**src/hw/rtl/assert_macros.svh**
```systemverilog
// Assertion macros shared by the modular exponentiation RTL.
`ifndef ASSERT_MACROS_SVH
`define ASSERT_MACROS_SVH

`ifndef SYNTHESIS
`define ASSERT_ALWAYS(lbl, clk, rst_n, expr, msg) \
  lbl: assert property (@(posedge clk) disable iff (!rst_n) (expr)) else $error(msg);
`define ASSERT_IMPLIES(lbl, clk, rst_n, ante, cons, msg) \
  lbl: assert property (@(posedge clk) disable iff (!rst_n) (ante) |-> (cons)) else $error(msg);
`define ASSERT_NEXT(lbl, clk, rst_n, ante, cons, msg) \
  lbl: assert property (@(posedge clk) disable iff (!rst_n) (ante) |=> (cons)) else $error(msg);
`else
`define ASSERT_ALWAYS(lbl, clk, rst_n, expr, msg)
`define ASSERT_IMPLIES(lbl, clk, rst_n, ante, cons, msg)
`define ASSERT_NEXT(lbl, clk, rst_n, ante, cons, msg)
`endif

`endif

```
**src/hw/rtl/mexp_pkg.sv**
```systemverilog
// Shared types and constants of the modular exponentiation unit.
package mexp_pkg;

  localparam int MOD_WIDTH   = 32;
  localparam int EXP_WIDTH   = 64;
  localparam int BASE_WIDTH  = 64;
  localparam int POWER_WIDTH = 32;
  localparam int CFG_WIDTH   = 32;
  localparam int IN_WIDTH    = BASE_WIDTH + 64;
  localparam int OUT_WIDTH   = POWER_WIDTH;
  localparam int CNT_WIDTH   = $clog2(BASE_WIDTH + 1);

  typedef enum logic [2:0] {
    ST_IDLE,
    ST_REDUCE,
    ST_CHECK,
    ST_MUL_ACC,
    ST_SHIFT,
    ST_MUL_SQ,
    ST_FINISH
  } state_t;

  typedef enum logic [1:0] {
    MUL_REDUCE,
    MUL_ACC,
    MUL_SQUARE
  } mul_sel_t;

  typedef struct packed {
    logic     load;
    logic     mul_start;
    mul_sel_t sel;
    logic     acc_we;
    logic     sq_we;
    logic     exp_shift;
    logic     out_load;
  } dp_cmd_t;

  typedef struct packed {
    logic mul_busy;
    logic mul_done;
    logic exp_zero;
    logic exp_last;
    logic exp_lsb;
  } dp_status_t;

endpackage

```
**src/hw/rtl/mexp_mulmod.sv**
```systemverilog
// Bit-serial modular multiplier: one operand bit per cycle, MSB first.
module mexp_mulmod (
  input  logic                              clk,
  input  logic                              rst_n,
  input  logic                              start,
  input  logic [mexp_pkg::MOD_WIDTH-1:0]    a,
  input  logic [mexp_pkg::BASE_WIDTH-1:0]   b,
  input  logic [mexp_pkg::CNT_WIDTH-1:0]    nbits,
  input  logic [mexp_pkg::MOD_WIDTH-1:0]    modulus,
  output logic [mexp_pkg::MOD_WIDTH-1:0]    result,
  output logic                              busy,
  output logic                              done
);

  localparam int SW = mexp_pkg::MOD_WIDTH + 2;

  logic [mexp_pkg::MOD_WIDTH-1:0]  r_r, r_nxt;
  logic [mexp_pkg::MOD_WIDTH-1:0]  a_r;
  logic [mexp_pkg::BASE_WIDTH-1:0] b_r;
  logic [mexp_pkg::CNT_WIDTH-1:0]  cnt_r;
  logic                            busy_r, done_r;
  logic [SW-1:0]                   s;
  logic [SW:0]                     d1, d2;

  always_comb begin
    s  = {1'b0, r_r, 1'b0} + (b_r[mexp_pkg::BASE_WIDTH-1] ? {2'b00, a_r} : '0);
    d1 = {1'b0, s} - (SW + 1)'(modulus);
    d2 = {1'b0, s} - (SW + 1)'({modulus, 1'b0});
    if (modulus == '0) begin
      r_nxt = s[mexp_pkg::MOD_WIDTH-1:0];
    end else if (!d2[SW]) begin
      r_nxt = d2[mexp_pkg::MOD_WIDTH-1:0];
    end else if (!d1[SW]) begin
      r_nxt = d1[mexp_pkg::MOD_WIDTH-1:0];
    end else begin
      r_nxt = s[mexp_pkg::MOD_WIDTH-1:0];
    end
  end

  always_ff @(posedge clk) begin
    if (!rst_n) begin
      busy_r <= 1'b0;
      done_r <= 1'b0;
      cnt_r  <= '0;
    end else begin
      done_r <= 1'b0;
      if (start) begin
        busy_r <= 1'b1;
        cnt_r  <= nbits;
      end else if (busy_r) begin
        cnt_r <= cnt_r - 1'b1;
        if (cnt_r == mexp_pkg::CNT_WIDTH'(1)) begin
          busy_r <= 1'b0;
          done_r <= 1'b1;
        end
      end
    end
  end

  always_ff @(posedge clk) begin
    if (start) begin
      r_r <= '0;
      a_r <= a;
      b_r <= b;
    end else if (busy_r) begin
      r_r <= r_nxt;
      b_r <= b_r << 1;
    end
  end

  assign result = r_r;
  assign busy   = busy_r;
  assign done   = done_r;

endmodule

```
**src/hw/rtl/mexp_dp.sv**
```systemverilog
// Datapath: modulus register, running product, square, exponent and result.
module mexp_dp (
  input  logic                               clk,
  input  logic                               rst_n,
  input  logic                               cfg_wr_en,
  input  logic [mexp_pkg::CFG_WIDTH-1:0]     cfg_wr_data,
  input  logic [mexp_pkg::BASE_WIDTH-1:0]    base,
  input  logic [63:0]                        exponent,
  input  mexp_pkg::dp_cmd_t                  cmd,
  output mexp_pkg::dp_status_t               status,
  output logic [mexp_pkg::POWER_WIDTH-1:0]   power
);

  logic [mexp_pkg::MOD_WIDTH-1:0]   modulus_r;
  logic [mexp_pkg::MOD_WIDTH-1:0]   acc_r;
  logic [mexp_pkg::MOD_WIDTH-1:0]   sq_r;
  logic [mexp_pkg::EXP_WIDTH-1:0]   exp_r;
  logic [mexp_pkg::POWER_WIDTH-1:0] power_r;
  logic [mexp_pkg::MOD_WIDTH-1:0]   mul_a;
  logic [mexp_pkg::BASE_WIDTH-1:0]  mul_b;
  logic [mexp_pkg::CNT_WIDTH-1:0]   mul_n;
  logic [mexp_pkg::MOD_WIDTH-1:0]   mul_result;
  logic                             mul_busy, mul_done;

  always_comb begin
    case (cmd.sel)
      mexp_pkg::MUL_REDUCE: begin
        mul_a = mexp_pkg::MOD_WIDTH'(1);
        mul_b = base;
        mul_n = mexp_pkg::CNT_WIDTH'(mexp_pkg::BASE_WIDTH);
      end
      mexp_pkg::MUL_ACC: begin
        mul_a = acc_r;
        mul_b = mexp_pkg::BASE_WIDTH'(sq_r) << (mexp_pkg::BASE_WIDTH - mexp_pkg::MOD_WIDTH);
        mul_n = mexp_pkg::CNT_WIDTH'(mexp_pkg::MOD_WIDTH);
      end
      mexp_pkg::MUL_SQUARE: begin
        mul_a = sq_r;
        mul_b = mexp_pkg::BASE_WIDTH'(sq_r) << (mexp_pkg::BASE_WIDTH - mexp_pkg::MOD_WIDTH);
        mul_n = mexp_pkg::CNT_WIDTH'(mexp_pkg::MOD_WIDTH);
      end
      default: begin
        mul_a = '0;
        mul_b = '0;
        mul_n = '0;
      end
    endcase
  end

  mexp_mulmod u_mulmod (
    .clk     (clk),
    .rst_n   (rst_n),
    .start   (cmd.mul_start),
    .a       (mul_a),
    .b       (mul_b),
    .nbits   (mul_n),
    .modulus (modulus_r),
    .result  (mul_result),
    .busy    (mul_busy),
    .done    (mul_done)
  );

  always_ff @(posedge clk) begin
    if (!rst_n) begin
      modulus_r <= mexp_pkg::MOD_WIDTH'(1);
    end else if (cfg_wr_en) begin
      modulus_r <= cfg_wr_data[mexp_pkg::MOD_WIDTH-1:0];
    end
  end

  always_ff @(posedge clk) begin
    if (cmd.load) begin
      acc_r <= mexp_pkg::MOD_WIDTH'(1);
      exp_r <= exponent[mexp_pkg::EXP_WIDTH-1:0];
    end else begin
      if (cmd.acc_we) begin
        acc_r <= mul_result;
      end
      if (cmd.exp_shift) begin
        exp_r <= exp_r >> 1;
      end
    end
    if (cmd.sq_we) begin
      sq_r <= mul_result;
    end
    if (cmd.out_load) begin
      power_r <= mexp_pkg::POWER_WIDTH'(acc_r);
    end
  end

  always_comb begin
    status.mul_busy = mul_busy;
    status.mul_done = mul_done;
    status.exp_zero = (exp_r == '0);
    status.exp_last = ((exp_r >> 1) == '0);
    status.exp_lsb  = exp_r[0];
  end

  assign power = power_r;

endmodule

```
**src/hw/rtl/mexp_ctrl.sv**
```systemverilog
// Controller: sequences reduction, multiply and square steps per request.
module mexp_ctrl (
  input  logic                  clk,
  input  logic                  rst_n,
  input  logic                  in_tvalid,
  output logic                  in_tready,
  output logic                  out_tvalid,
  input  logic                  out_tready,
  input  mexp_pkg::dp_status_t  status,
  output mexp_pkg::dp_cmd_t     cmd
);

  mexp_pkg::state_t state_r, state_nxt;
  logic             out_valid_r, out_valid_nxt;
  logic             slot_free;

  assign slot_free = !out_valid_r || out_tready;

  always_comb begin
    state_nxt = state_r;
    case (state_r)
      mexp_pkg::ST_IDLE: begin
        if (in_tvalid) begin
          state_nxt = mexp_pkg::ST_REDUCE;
        end
      end
      mexp_pkg::ST_REDUCE: begin
        if (status.mul_done) begin
          state_nxt = mexp_pkg::ST_CHECK;
        end
      end
      mexp_pkg::ST_CHECK: begin
        if (status.exp_zero) begin
          state_nxt = mexp_pkg::ST_FINISH;
        end else if (status.exp_lsb) begin
          state_nxt = mexp_pkg::ST_MUL_ACC;
        end else begin
          state_nxt = mexp_pkg::ST_SHIFT;
        end
      end
      mexp_pkg::ST_MUL_ACC: begin
        if (status.mul_done) begin
          state_nxt = mexp_pkg::ST_SHIFT;
        end
      end
      mexp_pkg::ST_SHIFT: begin
        if (status.exp_last) begin
          state_nxt = mexp_pkg::ST_FINISH;
        end else begin
          state_nxt = mexp_pkg::ST_MUL_SQ;
        end
      end
      mexp_pkg::ST_MUL_SQ: begin
        if (status.mul_done) begin
          state_nxt = mexp_pkg::ST_CHECK;
        end
      end
      mexp_pkg::ST_FINISH: begin
        if (slot_free) begin
          state_nxt = mexp_pkg::ST_IDLE;
        end
      end
      default: begin
        state_nxt = mexp_pkg::ST_IDLE;
      end
    endcase
  end

  always_comb begin
    cmd           = '0;
    cmd.sel       = mexp_pkg::MUL_REDUCE;
    in_tready     = 1'b0;
    case (state_r)
      mexp_pkg::ST_IDLE: begin
        in_tready     = 1'b1;
        cmd.load      = in_tvalid;
        cmd.mul_start = in_tvalid;
      end
      mexp_pkg::ST_REDUCE: begin
        cmd.sq_we = status.mul_done;
      end
      mexp_pkg::ST_CHECK: begin
        cmd.sel       = mexp_pkg::MUL_ACC;
        cmd.mul_start = !status.exp_zero && status.exp_lsb;
      end
      mexp_pkg::ST_MUL_ACC: begin
        cmd.acc_we = status.mul_done;
      end
      mexp_pkg::ST_SHIFT: begin
        cmd.sel       = mexp_pkg::MUL_SQUARE;
        cmd.exp_shift = 1'b1;
        cmd.mul_start = !status.exp_last;
      end
      mexp_pkg::ST_MUL_SQ: begin
        cmd.sq_we = status.mul_done;
      end
      mexp_pkg::ST_FINISH: begin
        cmd.out_load = slot_free;
      end
      default: begin
        cmd = '0;
      end
    endcase
  end

  always_comb begin
    out_valid_nxt = out_valid_r;
    if (cmd.out_load) begin
      out_valid_nxt = 1'b1;
    end else if (out_tready) begin
      out_valid_nxt = 1'b0;
    end
  end

  always_ff @(posedge clk) begin
    if (!rst_n) begin
      state_r     <= mexp_pkg::ST_IDLE;
      out_valid_r <= 1'b0;
    end else begin
      state_r     <= state_nxt;
      out_valid_r <= out_valid_nxt;
    end
  end

  assign out_tvalid = out_valid_r;

endmodule

```
**src/hw/rtl/modular_exponentiation_unit.sv**
```systemverilog
// Sequence: base reduction, then per exponent bit up to the highest set bit a check,
// a multiply into the product when the bit is set, a shift and (but for the last bit) a square.
// Throughput: one request at a time; the bit-serial modular multiplier (one bit
// per cycle, 32 bits per product, 64 for the base reduction) sets the rate.
// Reset (synchronous, rst_n low): idle, no result pending, modulus back to 1.
module modular_exponentiation_unit (
  input  logic                              clk,
  input  logic                              rst_n,
  input  logic                              cfg_wr_en,
  input  logic [mexp_pkg::CFG_WIDTH-1:0]    cfg_wr_data,  // modulus
  input  logic                              in_tvalid,
  output logic                              in_tready,
  input  logic [mexp_pkg::IN_WIDTH-1:0]     in_tdata,     // base[63:0], exponent[127:64]
  output logic                              out_tvalid,
  input  logic                              out_tready,
  output logic [mexp_pkg::OUT_WIDTH-1:0]    out_tdata     // power[31:0]
);

`include "assert_macros.svh"

  mexp_pkg::dp_cmd_t    cmd;
  mexp_pkg::dp_status_t status;
  logic [mexp_pkg::POWER_WIDTH-1:0] power;

  mexp_ctrl u_ctrl (
    .clk        (clk),
    .rst_n      (rst_n),
    .in_tvalid  (in_tvalid),
    .in_tready  (in_tready),
    .out_tvalid (out_tvalid),
    .out_tready (out_tready),
    .status     (status),
    .cmd        (cmd)
  );

  mexp_dp u_dp (
    .clk         (clk),
    .rst_n       (rst_n),
    .cfg_wr_en   (cfg_wr_en),
    .cfg_wr_data (cfg_wr_data),
    .base        (in_tdata[mexp_pkg::BASE_WIDTH-1:0]),
    .exponent    (in_tdata[mexp_pkg::IN_WIDTH-1:mexp_pkg::BASE_WIDTH]),
    .cmd         (cmd),
    .status      (status),
    .power       (power)
  );

  assign out_tdata = mexp_pkg::OUT_WIDTH'(power);

  `ASSERT_NEXT(a_busy_after_request, clk, rst_n, in_tvalid && in_tready, !in_tready, "ready after accepted request")
  `ASSERT_IMPLIES(a_no_start_while_busy, clk, rst_n, cmd.mul_start, !status.mul_busy, "multiplier restarted while busy")
  `ASSERT_NEXT(a_result_after_load, clk, rst_n, cmd.out_load, out_tvalid, "result not presented after load")
  `ASSERT_IMPLIES(a_load_only_when_free, clk, rst_n, cmd.out_load, !out_tvalid || out_tready, "pending result overwritten")

endmodule
```
**config.mk**
```make
export PLATFORM = sky130hd
export DESIGN_NAME = modular_exponentiation_unit
export DESIGN_NICKNAME = d
export VERILOG_FILES = /design/src/hw/rtl/mexp_pkg.sv /design/src/hw/rtl/mexp_mulmod.sv /design/src/hw/rtl/mexp_dp.sv /design/src/hw/rtl/mexp_ctrl.sv /design/src/hw/rtl/modular_exponentiation_unit.sv
export VERILOG_INCLUDE_DIRS = /design/src /design/src/hw/rtl
export SDC_FILE = /design/constraint.sdc
export NUM_CORES = 1
export LEC_CHECK = 0
export BUFFER_PORTS_ARGS = -buffer_cell sky130_fd_sc_hd__buf_2
export CELL_PAD_IN_SITES_DETAIL_PLACEMENT = 1
export CELL_PAD_IN_SITES_GLOBAL_PLACEMENT = 2
export CORE_ASPECT_RATIO = 1.1
export CORE_UTILIZATION = 34
export CTS_CLUSTER_DIAMETER = 50
export DETAILED_ROUTE_END_ITERATION = 6
export PLACE_DENSITY = 0.79
export SYNTH_ARGS = -nofsm -noshare
export SYNTH_HDL_FRONTEND = slang
export SYNTH_SLANG_ARGS = --single-unit
export TNS_END_PERCENT = 30
```
**constraint.sdc**
```tcl
create_clock -name clk -period 4.6 [get_ports clk]
set_input_delay 1.38 -clock clk [delete_from_list [all_inputs] [get_ports clk]]
set_output_delay 1.38 -clock clk [all_outputs]
set_load 0.05 [all_outputs]
```
# Yosys cells after proc, flatten, opt, wreduce, memory -nomap -nowiden
# Cells that the tools add are included.
# Widths: inputs -> output; s select.
[classes]
n_bitwise = 2
mux = 35
n_reduce_logical = 17
add_sub_neg = 4
eq_ne = 13
[ops]
columns = ["cell", "n"]
rows = [
  ["$mux 64", 4],
  ["$logic_not 64->1", 2],
  ["$mux 32", 4],
  ["$pmux 64 s2", 1],
  ["$pmux 32 s3", 1],
  ["$sub 34x32->35", 1],
  ["$sub 34x33->35", 1],
  ["$add 33x34->34", 1],
  ["$logic_not 32->1", 1],
  ["$mux 3", 6],
  ["$pmux 3 s6", 1],
  ["$mux 7", 2],
  ["$pmux 7 s2", 1],
  ["$mux 1", 12],
  ["$eq 3x3->1 const B", 3],
  ["$eq 7x1->1 const B", 1],
  ["$sub 7x1->7 const B", 1],
  ["$eq 3x2->1 const B", 2],
  ["$ne 2x1->1 const B", 3],
  ["$reduce_bool 2->1", 3],
  ["$pmux 2 s2", 1],
  ["$reduce_and 4->1", 1],
  ["$reduce_or 2->1", 2],
  ["$eq 3x1->1 const B", 1],
  ["other kinds (12)", 15],
]
[word_totals]
inputBits = 165
wordCells = 84
ff_bits = 333

# Depth between registers and ports, before layout
# Gate-level depths: netlist of run 1.
[depth]
ltp_word = 6
depth_mapped = 24

# Modules after synthesis
# From an unflattened synthesis of run 1, not the netlist that was laid out.
[hier_totals]
cells_unflattened = 1803
area_unflattened_um2 = 19301.0
[modules_own_cells]
columns = ["module", "n_inst", "area_each_um2", "cells_per_inst"]
rows = [
  ["mexp_mulmod", 1, 10845.4, 1165],
  ["mexp_dp", 1, 8092.8, 591],
  ["mexp_ctrl", 1, 362.8, 47],
]

# Worst setup path after synthesis of run 1
# No wires, ideal clock.
[synth_timing]
kind = "flip-flop to flip-flop"
start = "register u_dp.u_mulmod.b_r[63] (netlist bit)"
end = "register u_dp.u_mulmod.r_r (netlist bit u_dp.u_mulmod.result[31])"
n_path_buf = 0
stages_incl_launch_ff = 22
t_arrival_ns = 4.534
period_less_slack_ns = 4.652
required_ns = 4.482
slack_ns = -0.052
setup_time_ns = 0.118
cell_sequence = "edfxtp_1 > and2_1 > ha_1 > inv_1 > fa_1 > nand2b_1 > a21oi_1 > o21a_1 > o21ai_0 > a311oi_1 > a21boi_0 > xnor2_1 > ha_1 > and3_1 > nand4_1 > o22ai_1 > o21a_1 > or4_4 > a22oi_2 > mux2_1 > a21oi_1 > o21ai_1"
[synth_via]
elab_chain_len = 6
[synth_lines]
columns = ["element", "line_no", "text"]
rows = [
  ["start: declaration", "mexp_mulmod.sv:19", "logic [mexp_pkg::BASE_WIDTH-1:0] b_r;"],
  ["start signal: assignment", "mexp_mulmod.sv:67", "b_r <= b_r << 1;"],
  ["$mux 32 (*)", "mexp_mulmod.sv:26", "s = {1'b0, r_r, 1'b0} + (b_r[mexp_pkg::BASE_WIDTH-1] ? {2'b00, a_r} : '0);"],
  ["$add 33x34->34 (*)", "mexp_mulmod.sv:26", ""],
  ["$sub 34x32->35", "mexp_mulmod.sv:27", "d1 = {1'b0, s} - (SW + 1)'(modulus);"],
  ["$mux 32", "mexp_mulmod.sv:33", "end else if (!d1[SW]) begin"],
  ["$mux 32", "mexp_mulmod.sv:31", "end else if (!d2[SW]) begin"],
  ["$mux 32 (*)", "mexp_mulmod.sv:29", "if (modulus == '0) begin"],
  ["end signal: assignment", "mexp_mulmod.sv:66", "r_r <= r_nxt;"],
  ["end: declaration", "mexp_mulmod.sv:17", "logic [mexp_pkg::MOD_WIDTH-1:0] r_r, r_nxt;"],
]
# Every way passes the cells marked *; elsewhere a longest branch is shown, timed or not.
# A chain may end at the register's enable or synchronous reset.

# Final worst setup path of run 1
[layout_timing]
start = "register u_dp.u_mulmod.b_r[63] (netlist bit)"
end = "register u_dp.u_mulmod.r_r (netlist bit u_dp.u_mulmod.result[3])"
# Same word-level chain as after synthesis.

==> summary.txt, run 1 <==
Run status
  – Run status: finished, violations left
  – Violated checks: negative setup slack

Final layout
  – Cell Count, Final, Fillers Out: 3323
  – NumNets Final: 2812
  – Layout cells sized above 1: 34.0%
  – # fillers: 6312
  – Synthesis-to-finish area growth: 37.4%

Pwr
  – Pwr/cell area: 747 nW/um2
  – Internal Power: 11.6 mW
  – Sw Ratio: 41.2%
  – Sw Pwr: 8.11 mW
  – Logic pwr share: 61.1%
  – Leak: 11.0 nW
  – Seq pwr share: 20.2%
  – Peak supply drop: 436 uV
  – Total power: 19.7 mW
  – Clock power share: 18.7%

Floorplanning
  – I/O pin total: 199
  – Site row count: 90
  – Die Y: 251 um
  – Starting Density: 34.7%
  – Die area: 57400 um2
  – Die X: 229 um
  – Core area: 55300 um2

Worst setup path
  – Crit path cell chain: and2_4, ha_4, inv_2, fa_2, nand2b_4, a21oi_4, o21a_4, a211oi_2, or2_2, xnor2_2, ha_1, buf_4, nand2_1, o21ai_1, nor2_2, nand3_2, o21ai_4, o221a_4, o211ai_4, buf_6, o2111a_1, a221o_1
  – Worst path required time: 5070 ps
  – CP delay by family, top: compound AO/OA/AOI/OAI gates
  – Worst Path Arrival: 5410 ps
  – Critical Path Start Type: register
  – Slowest cell on crit path: edfxtp_1
  – Crit Path Category: reg2reg
  – Reg2Reg Depth: 22
  – WP buf/inv: 3
  – Crit path max fanout: 6
  – Levels on crit path: 22
  – Crit end category: register
  – Delay of the slowest cell on the worst path: 500 ps

STA
  – Slew Limit Headroom: 27.6%
  – Final Hold Vio Count: 0
  – Fin crit period: 4940 ps
  – Slew Limit Fails: 0
  – RSZ-0062 raised after global routing: yes
  – Final Hold Slack: 448 ps
  – Period utilisation layout: 107%
  – Clk_skew: 20.7 ps
  – # setup viols final: 32
  – Worst Max-Slew Pin Slew: 1080 ps
  – Max Freq: 202 MHz
  – Setup WS post-layout: -341 ps

Synth
  – Yosys warns: 0
  – Synth cell types: 96
  – Mapped cell area: 19200 um2
  – Synthesized Nets: 2309
  – Syn Inst Count: 2044
  – Post-synth top area share: 35.0%
  – Yosys reg bits: 333
  – Dominant synthesized flop cell: edfxtp_1
  – Number of synthesized flops with an enable pin: 224
  – Asr flop ratio synth: 0%
  – Post-synthesis sequential area ratio: 46.4%
  – Syn_area_per_cell: 9.39 um2
  – Synth top area cells: edfxtp_1, dfxtp_1, nand2_1, ha_1, a21oi_1
  – Top cell type by total area after synthesis: edfxtp_1

GRT
  – Initial antenna violation count: 0
  – Global-route wire length before repair: 104 mm
  – Gr ovfl total: 0
  – Vias in the first global route: 18543
  – Largest net degree at the start of global routing: 96
  – Overall Global Routing Usage: 22.9%

Clock network
  – H-tree lvl count: 2
  – Clock Latency Late Sink: 590 ps
  – CTS tree: yes
  – Hold Buf Count CTS: 0
  – Total CTS buffers: 47
  – Root Driver: clkbuf_16
  – Clk buf depth: 3
  – Clock-pin transition on the worst setup and hold timing paths: 60 ps
  – Clk sink count: 333

Hold path
  – Hold-critical path depth: 0
  – Hold Crit Class: reg2reg

Placement
  – GP Congestion: 0.923
  – Placed insts: 3201
  – Dpl hpwl: 50.2 mm
  – IO Port Bufs: 198
  – Place WS: -695 ps

Routing
  – Vias/cell: 5.30
  – WL/cell: 20.4 um
  – Post-DRT Antenna Nets: 0
  – Remaining DRCs: 0
  – Vias post-DR: 17611
  – Drt pass-1 iters: 5
  – Routed WL: 67.7 mm
  – First DRT Iteration DRCs: 911

Flow run
  – Max-Cap Viols: 0
-- worst register-to-register path, delay by kind of cell (launching register included) --
kind / cells / cell delay, ps
adder cells (fa/ha/maj): 3 / 820
XOR/XNOR: 1 / 280
flip-flops: 1 / 500
buffers and inverters: 3 / 390
AO/OA/AOI/OAI: 9 / 1700
AND/OR/NAND/NOR: 6 / 1120
-- cells by family after synthesis --
group | Yosys count | share of synthesized area (%)
fa+ha+maj | 100 | 6.64
buf+inv | 168 | 3.55
mux | 42 | 2.29
flops | 333 | 46.4
simple gates | 823 | 19.4
compound gates | 493 | 17.8
xor+xnor | 85 | 3.88
-- through the flow --
step | setup TNS (ps) | area, um2 | util, %
after CTS | -8990 | 25500 | 46.1
after floorplan | -48.0 | 19200 | -
final | -7340 | 26400 | 47.7
after global placement | -15230 | 23200 | 41.9
after global routing | -11680 | 26400 | 47.7
after detailed placement | -19390 | 23200 | 41.9
-- power groups by stage --
stage          registers [mW]  logic [mW]  clock network, mW
2_1_floorplan            3.92        5.71                  0
3_3_place_gp             3.99        9.73                  0
3_5_place_dp             4.01        10.0                  0
4_1_cts                  3.97        10.8               3.76
5_1_grt                  4.02        12.9               3.87
6_report                 3.98        12.0               3.68
-- cells in the final DEF (no fill, tap or decap), drive strengths merged, types with 14 or more instances in the layout --
cell	n
a21oi	140
o211ai	16
nand3	39
buf	550
edfxtp	224
xnor2	48
nand4	17
nor2b	43
nor2	84
nor4	28
a22o	33
a22oi	36
o21ai	101
dfxtp	109
ha	97
a21o	30
o31ai	14
mux2i	37
clkbuf	59
inv	78
clkinv	15
a211oi	20
and2	40
nand2	479
nor3	40
xor2	37
-- layer usage --
| layer | GRT usage, % | vias up | share of wire, % |
|---|---|---|---|
| li1 | - | 8379 | - |
| met2 | 38.8 | 433 | 47 |
| met1 | 29.8 | 8678 | 44 |
| met3 | 3.47 | 121 | 5.1 |
| met4 | 7.69 | 0 | 3.1 |
| met5 | 0 | - | 0 |
-- sequential cells by signal, indices dropped and copies added, names as in the netlist --
| name | count |
|---|---|
| u_dp.u_mulmod.cnt_r | 7 |
| u_ctrl.state_r | 3 |
| u_dp.power | 32 |
| u_dp.u_mulmod.b_r | 64 |
| u_dp.acc_r | 32 |
| u_dp.exp_r | 64 |
| u_dp.u_mulmod.a_r | 32 |
| u_dp.modulus_r | 32 |
| u_dp.u_mulmod.result | 32 |
| u_dp.sq_r | 32 |
| u_dp.u_mulmod.busy | 1 |
| u_ctrl.out_tvalid | 1 |
| u_dp.u_mulmod.done | 1 |
-- final timing paths --
kind	from	end	slack, ps
setup / recovery	u_dp.u_mulmod.b_r[63]	u_dp.u_mulmod.result[3]	-340
hold / removal	u_dp.acc_r[4]	u_dp.power[4]	450
setup reg to reg	u_dp.u_mulmod.b_r[63]	u_dp.u_mulmod.result[3]	-340
hold reg to reg	u_dp.acc_r[4]	u_dp.power[4]	450
-- synth_stat cells (17+ instances only) --
cell      number
clkbuf_1      69
a22oi_1       35
nor2_1        82
nor4_1        27
a21o_1        30
xor2_1        37
a21oi_1      135
nand3_1       38
and2_1        39
ha_1          97
nor2b_1       42
mux2i_1       36
inv_1         70
edfxtp_1     224
xnor2_1       48
nand2_1      476
nand4_1       17
dfxtp_1      109
a22o_1        33
nor3_1        37
o21ai_0       90
-- final cells by class --
class	instances	area (um2)	area share [%]
Multi-Input combinational cell	1543	10900	41.3
Antenna cell	1	2.50	0.00949
Timing Repair Buffer	550	3750	14.2
Tap cell	736	921	3.49
Sequential cell	333	8910	33.8
Inverter	72	277	1.05
Clock buffer	59	1300	4.94
Clock inverter	29	308	1.17
-- what timing repair did --
action / in CTS / in global routing
resized for setup: 111 / 139
pin swaps: 43 / 79
cloned: 3 / 0
buffers inserted: 14 / 18
endpoints found under the setup margin: 32 / 32
No activity file was read; power rests on OpenSTA's default activity.
==> inputs of run 2 (changes only) <==
--- a/config.mk
+++ b/config.mk
@@ -14,6 +14,7 @@
 export CTS_CLUSTER_DIAMETER = 50
 export DETAILED_ROUTE_END_ITERATION = 6
 export PLACE_DENSITY = 0.79
+export SETUP_SLACK_MARGIN = 0.15
 export SYNTH_ARGS = -nofsm -noshare
 export SYNTH_HDL_FRONTEND = slang
 export SYNTH_SLANG_ARGS = --single-unit
==> run 2 against run 1 <==
Compared with the run above:
- the run still ends with negative setup slack left
- global-route usage shrank 0.26 points
- largest power group unchanged
- register-to-register slack lost 130 ps
- final cell count shrank 0.12%
- critical path depth grew 3
- clock skew grew 1.4 ps
==> summary.txt, run 2 (synthesis results as in run 1) <==
Pwr
  – Clock power share: 19.0% (+0.3 points)
  – Logic pwr share: 60.2% (-0.9 points)
  – Sw Ratio: 40.7% (-0.53 points)
  – Seq pwr share: 20.8% (+0.6 points)
  – Internal Power: 11.3 mW (-2.3%)
  – Leak: 10.9 nW (-0.97%)
  – Sw Pwr: 7.75 mW (-4.4%)
  – Peak supply drop: 509 uV (+17%)
  – Pwr/cell area: 735 nW/um2 (-1.5%)

Final layout
  – # fillers: 6280 (-0.51%)
  – Area of the multi-input gates: 10500 um2 (-3.4%)
  – Synthesis-to-finish area growth: 35.1%
  – Commonest non-fill, non-tap cell in the layout: nand2_1
  – Post-route cell area: 25900 um2 (-1.7%)
  – NumNets Final: 2813 (+0.036%)
  – Fin util: 46.9% (-0.80 points)
  – Register area: 8910 um2 (unchanged)
  – # diodes: 0 (-1)
  – Biggest regs: u_dp.exp_r (64), u_dp.u_mulmod.b_r (64)
  – Layout cells sized above 1: 31.7% (-2.3 points)
  – Most frequent cells in the layout: nand2_1, buf_4, edfxtp_1, buf_2, a21oi_1

Floorplanning
  – Site row count: 90 (unchanged)
  – Die Y: 251 um (unchanged)
  – Die X: 229 um (unchanged)
  – Starting Density: 34.7% (unchanged)
  – Die area: 57400 um2 (unchanged)
  – Core area: 55300 um2 (unchanged)
  – I/O pin total: 199 (unchanged)

STA
  – Final Hold Vio Count: 0 (unchanged)
  – Clk_skew: 22.1 ps (+1.37 ps)
  – Setup TNS Final: -11550 ps (-4210 ps)
  – Setup WS post-layout: -475 ps (-134 ps)
  – Max Freq: 197 MHz (-2.6%)
  – Worst Max-Slew Pin Slew: 1100 ps (+12.6 ps)
  – Period utilisation layout: 110% (+2.9 points)
  – Slew Limit Fails: 0 (unchanged)
  – Fin crit period: 5070 ps (+134 ps)
  – RSZ-0062 raised after global routing: yes
  – # setup viols final: 32 (unchanged)
  – Slew Limit Headroom: 26.7% (-0.94 points)

GRT
  – Largest net degree at the start of global routing: 107 (+11%)
  – Initial antenna violation count: 1 (+1)
  – Global-route wire length before repair: 103 mm (-0.37%)
  – Gr ovfl total: 0 (unchanged)
  – Vias in the first global route: 18362 (-0.98%)
  – Overall Global Routing Usage: 22.7% (-0.26 points)

Routing
  – Drt pass-1 iters: 5 (unchanged)
  – Vias post-DR: 17463 (-0.84%)
  – Remaining DRCs: 0 (unchanged)
  – First DRT Iteration DRCs: 819 (-10%)
  – Vias/cell: 5.26 (-0.72%)
  – Post-DRT Antenna Nets: 0 (unchanged)
  – Routed WL: 66.7 mm (-1.5%)
  – WL/cell: 20.1 um (-1.4%)

Hold path
  – Hold-critical path depth: 0 (unchanged)
  – Hold endpoint: u_dp.power[17]
  – HP Start: u_dp.acc_r[17]
  – Hold Crit Class: reg2reg

Placement
  – Cell Area, Placed: 23300 um2 (+0.56%)
  – Dpl hpwl: 50.0 mm (-0.40%)
  – IO Port Bufs: 198 (unchanged)
  – GP Congestion: 0.908 (-1.6%)

Clock network
  – Clock Latency Late Sink: 590 ps (about the same)
  – Clk buf depth: 3 (unchanged)
  – Clk sink count: 333 (unchanged)
  – Clock-pin transition on the worst setup and hold timing paths: 60 ps (about the same)
  – Total CTS buffers: 43 (-8.5%)
  – CTS tree: yes
  – Root Driver: clkbuf_16
  – H-tree lvl count: 2 (unchanged)

Flow run
  – Max-Cap Viols: 0 (unchanged)

Worst setup path
  – Critical Path Start Type: register
  – Reg2Reg Setup Slack: -470 ps (-130 ps)
  – Crit Path Category: reg2reg
  – Worst path required time: 5110 ps (+40 ps)
  – FF-to-FF End: u_dp.u_mulmod.result[12]
  – Reg2Reg Depth: 25 (+14%)
  – Worst Path Arrival: 5580 ps (+170 ps)
  – Crit path max fanout: 7 (+1)
  – Reg2Reg Launch Point: u_dp.u_mulmod.b_r[63]
  – Crit end category: register

Run status
  – Run status: finished, violations left
  – Violated checks: negative setup slack
[run 2: cell types whose count changed in the layout (fill, tap and decap cells not counted), moves of 6 or more]
cell     previous run  this run
a21oi_1           106       115
a21oi_2            30        23
buf_4             326       339
buf_6              23        14
ha_1               59        72
ha_4               34        23
nor2_1             69        75
[run 2: area by class of cell]
class                           instances  area share [%]
Inverter                               72            1.08
Tap cell                              736            3.55
Sequential cell                       333            34.4
Multi-Input combinational cell       1544            40.6
Timing Repair Buffer                  554            14.5
Clock buffer                           57            4.62
Clock inverter                         23            1.30
[run 2: how the worst max path moves through the flow]
stage,from,end,slack [ps],cells past startpoint
2_1_floorplan,u_dp.u_mulmod.b_r[63],u_dp.u_mulmod.result[31],110,21
3_3_place_gp,u_dp.u_mulmod.b_r[63],u_dp.u_mulmod.result[5],-610,26
3_5_place_dp,u_dp.u_mulmod.b_r[63],u_dp.u_mulmod.result[6],-740,26
4_1_cts,u_dp.u_mulmod.b_r[63],u_dp.u_mulmod.result[6],-390,25
5_1_grt,u_dp.u_mulmod.b_r[63],u_dp.u_mulmod.result[29],-660,26
6_report,u_dp.u_mulmod.b_r[63],u_dp.u_mulmod.result[12],-470,25
[run 2: critical path, stage by stage (launching register included)]
cell      delay, ps
edfxtp_1        450
buf_4           180
buf_4           120
and2_4          140
ha_4            160
a21o_1          180
a211o_1         280
o21a_1          230
nand2b_4        160
a21oi_2         110
o21bai_1        100
xnor2_1         200
buf_4           190
inv_4            40
ha_1            190
a211oi_1        360
o21bai_1        150
a21oi_1         160
buf_4           160
nand3_4          80
o21ai_4         230
o221a_4         300
o211ai_4        180
buf_4           200
o221a_2         290
a21oi_1         150
[run 2: power groups by stage]
| stage | Sequential (mW) | Combinational [mW] | Clock [mW] |
|---|---|---|---|
| global placement | 4.00 | 9.93 | 0 |
| floorplan | 3.92 | 5.79 | 0 |
| detailed placement | 4.01 | 10.2 | 0 |
| finish | 3.97 | 11.5 | 3.61 |
| global route | 4.01 | 12.3 | 3.79 |
| CTS | 3.97 | 10.7 | 3.69 |
[run 2: metrics by stage]
stage / instances / hold WS (ps) / total power, mW / setup WS [ps]
floorplan: 2044 / 431 / 9.71 / 107
global placement: 3206 / 439 / 13.9 / -612
detailed placement: 3206 / 447 / 14.2 / -743
CTS: 3304 / 450 / 18.4 / -390
global route: 3319 / 466 / 20.1 / -658
finish: 3319 / 465 / 19.1 / -475
[run 2: what timing repair did]
action | 4_1_cts | 5_1_grt
endpoints found under the setup margin | 32 | 32
pin swaps | 41 | 43
gates cloned | 1 | 0
gates resized for setup | 68 | 82
hold buffers | 0 | 0
buffers inserted | 17 | 15
endpoints found under the hold margin | 0 | 0
[run 2: per-layer routing]
metal,share of wire [%],up-vias,track usage (%)
met5,0.019,-,0
met4,1.9,2,5.47
met3,3.9,77,2.88
met2,48,357,38.9
met1,46,8651,30.2
li1,-,8376,-
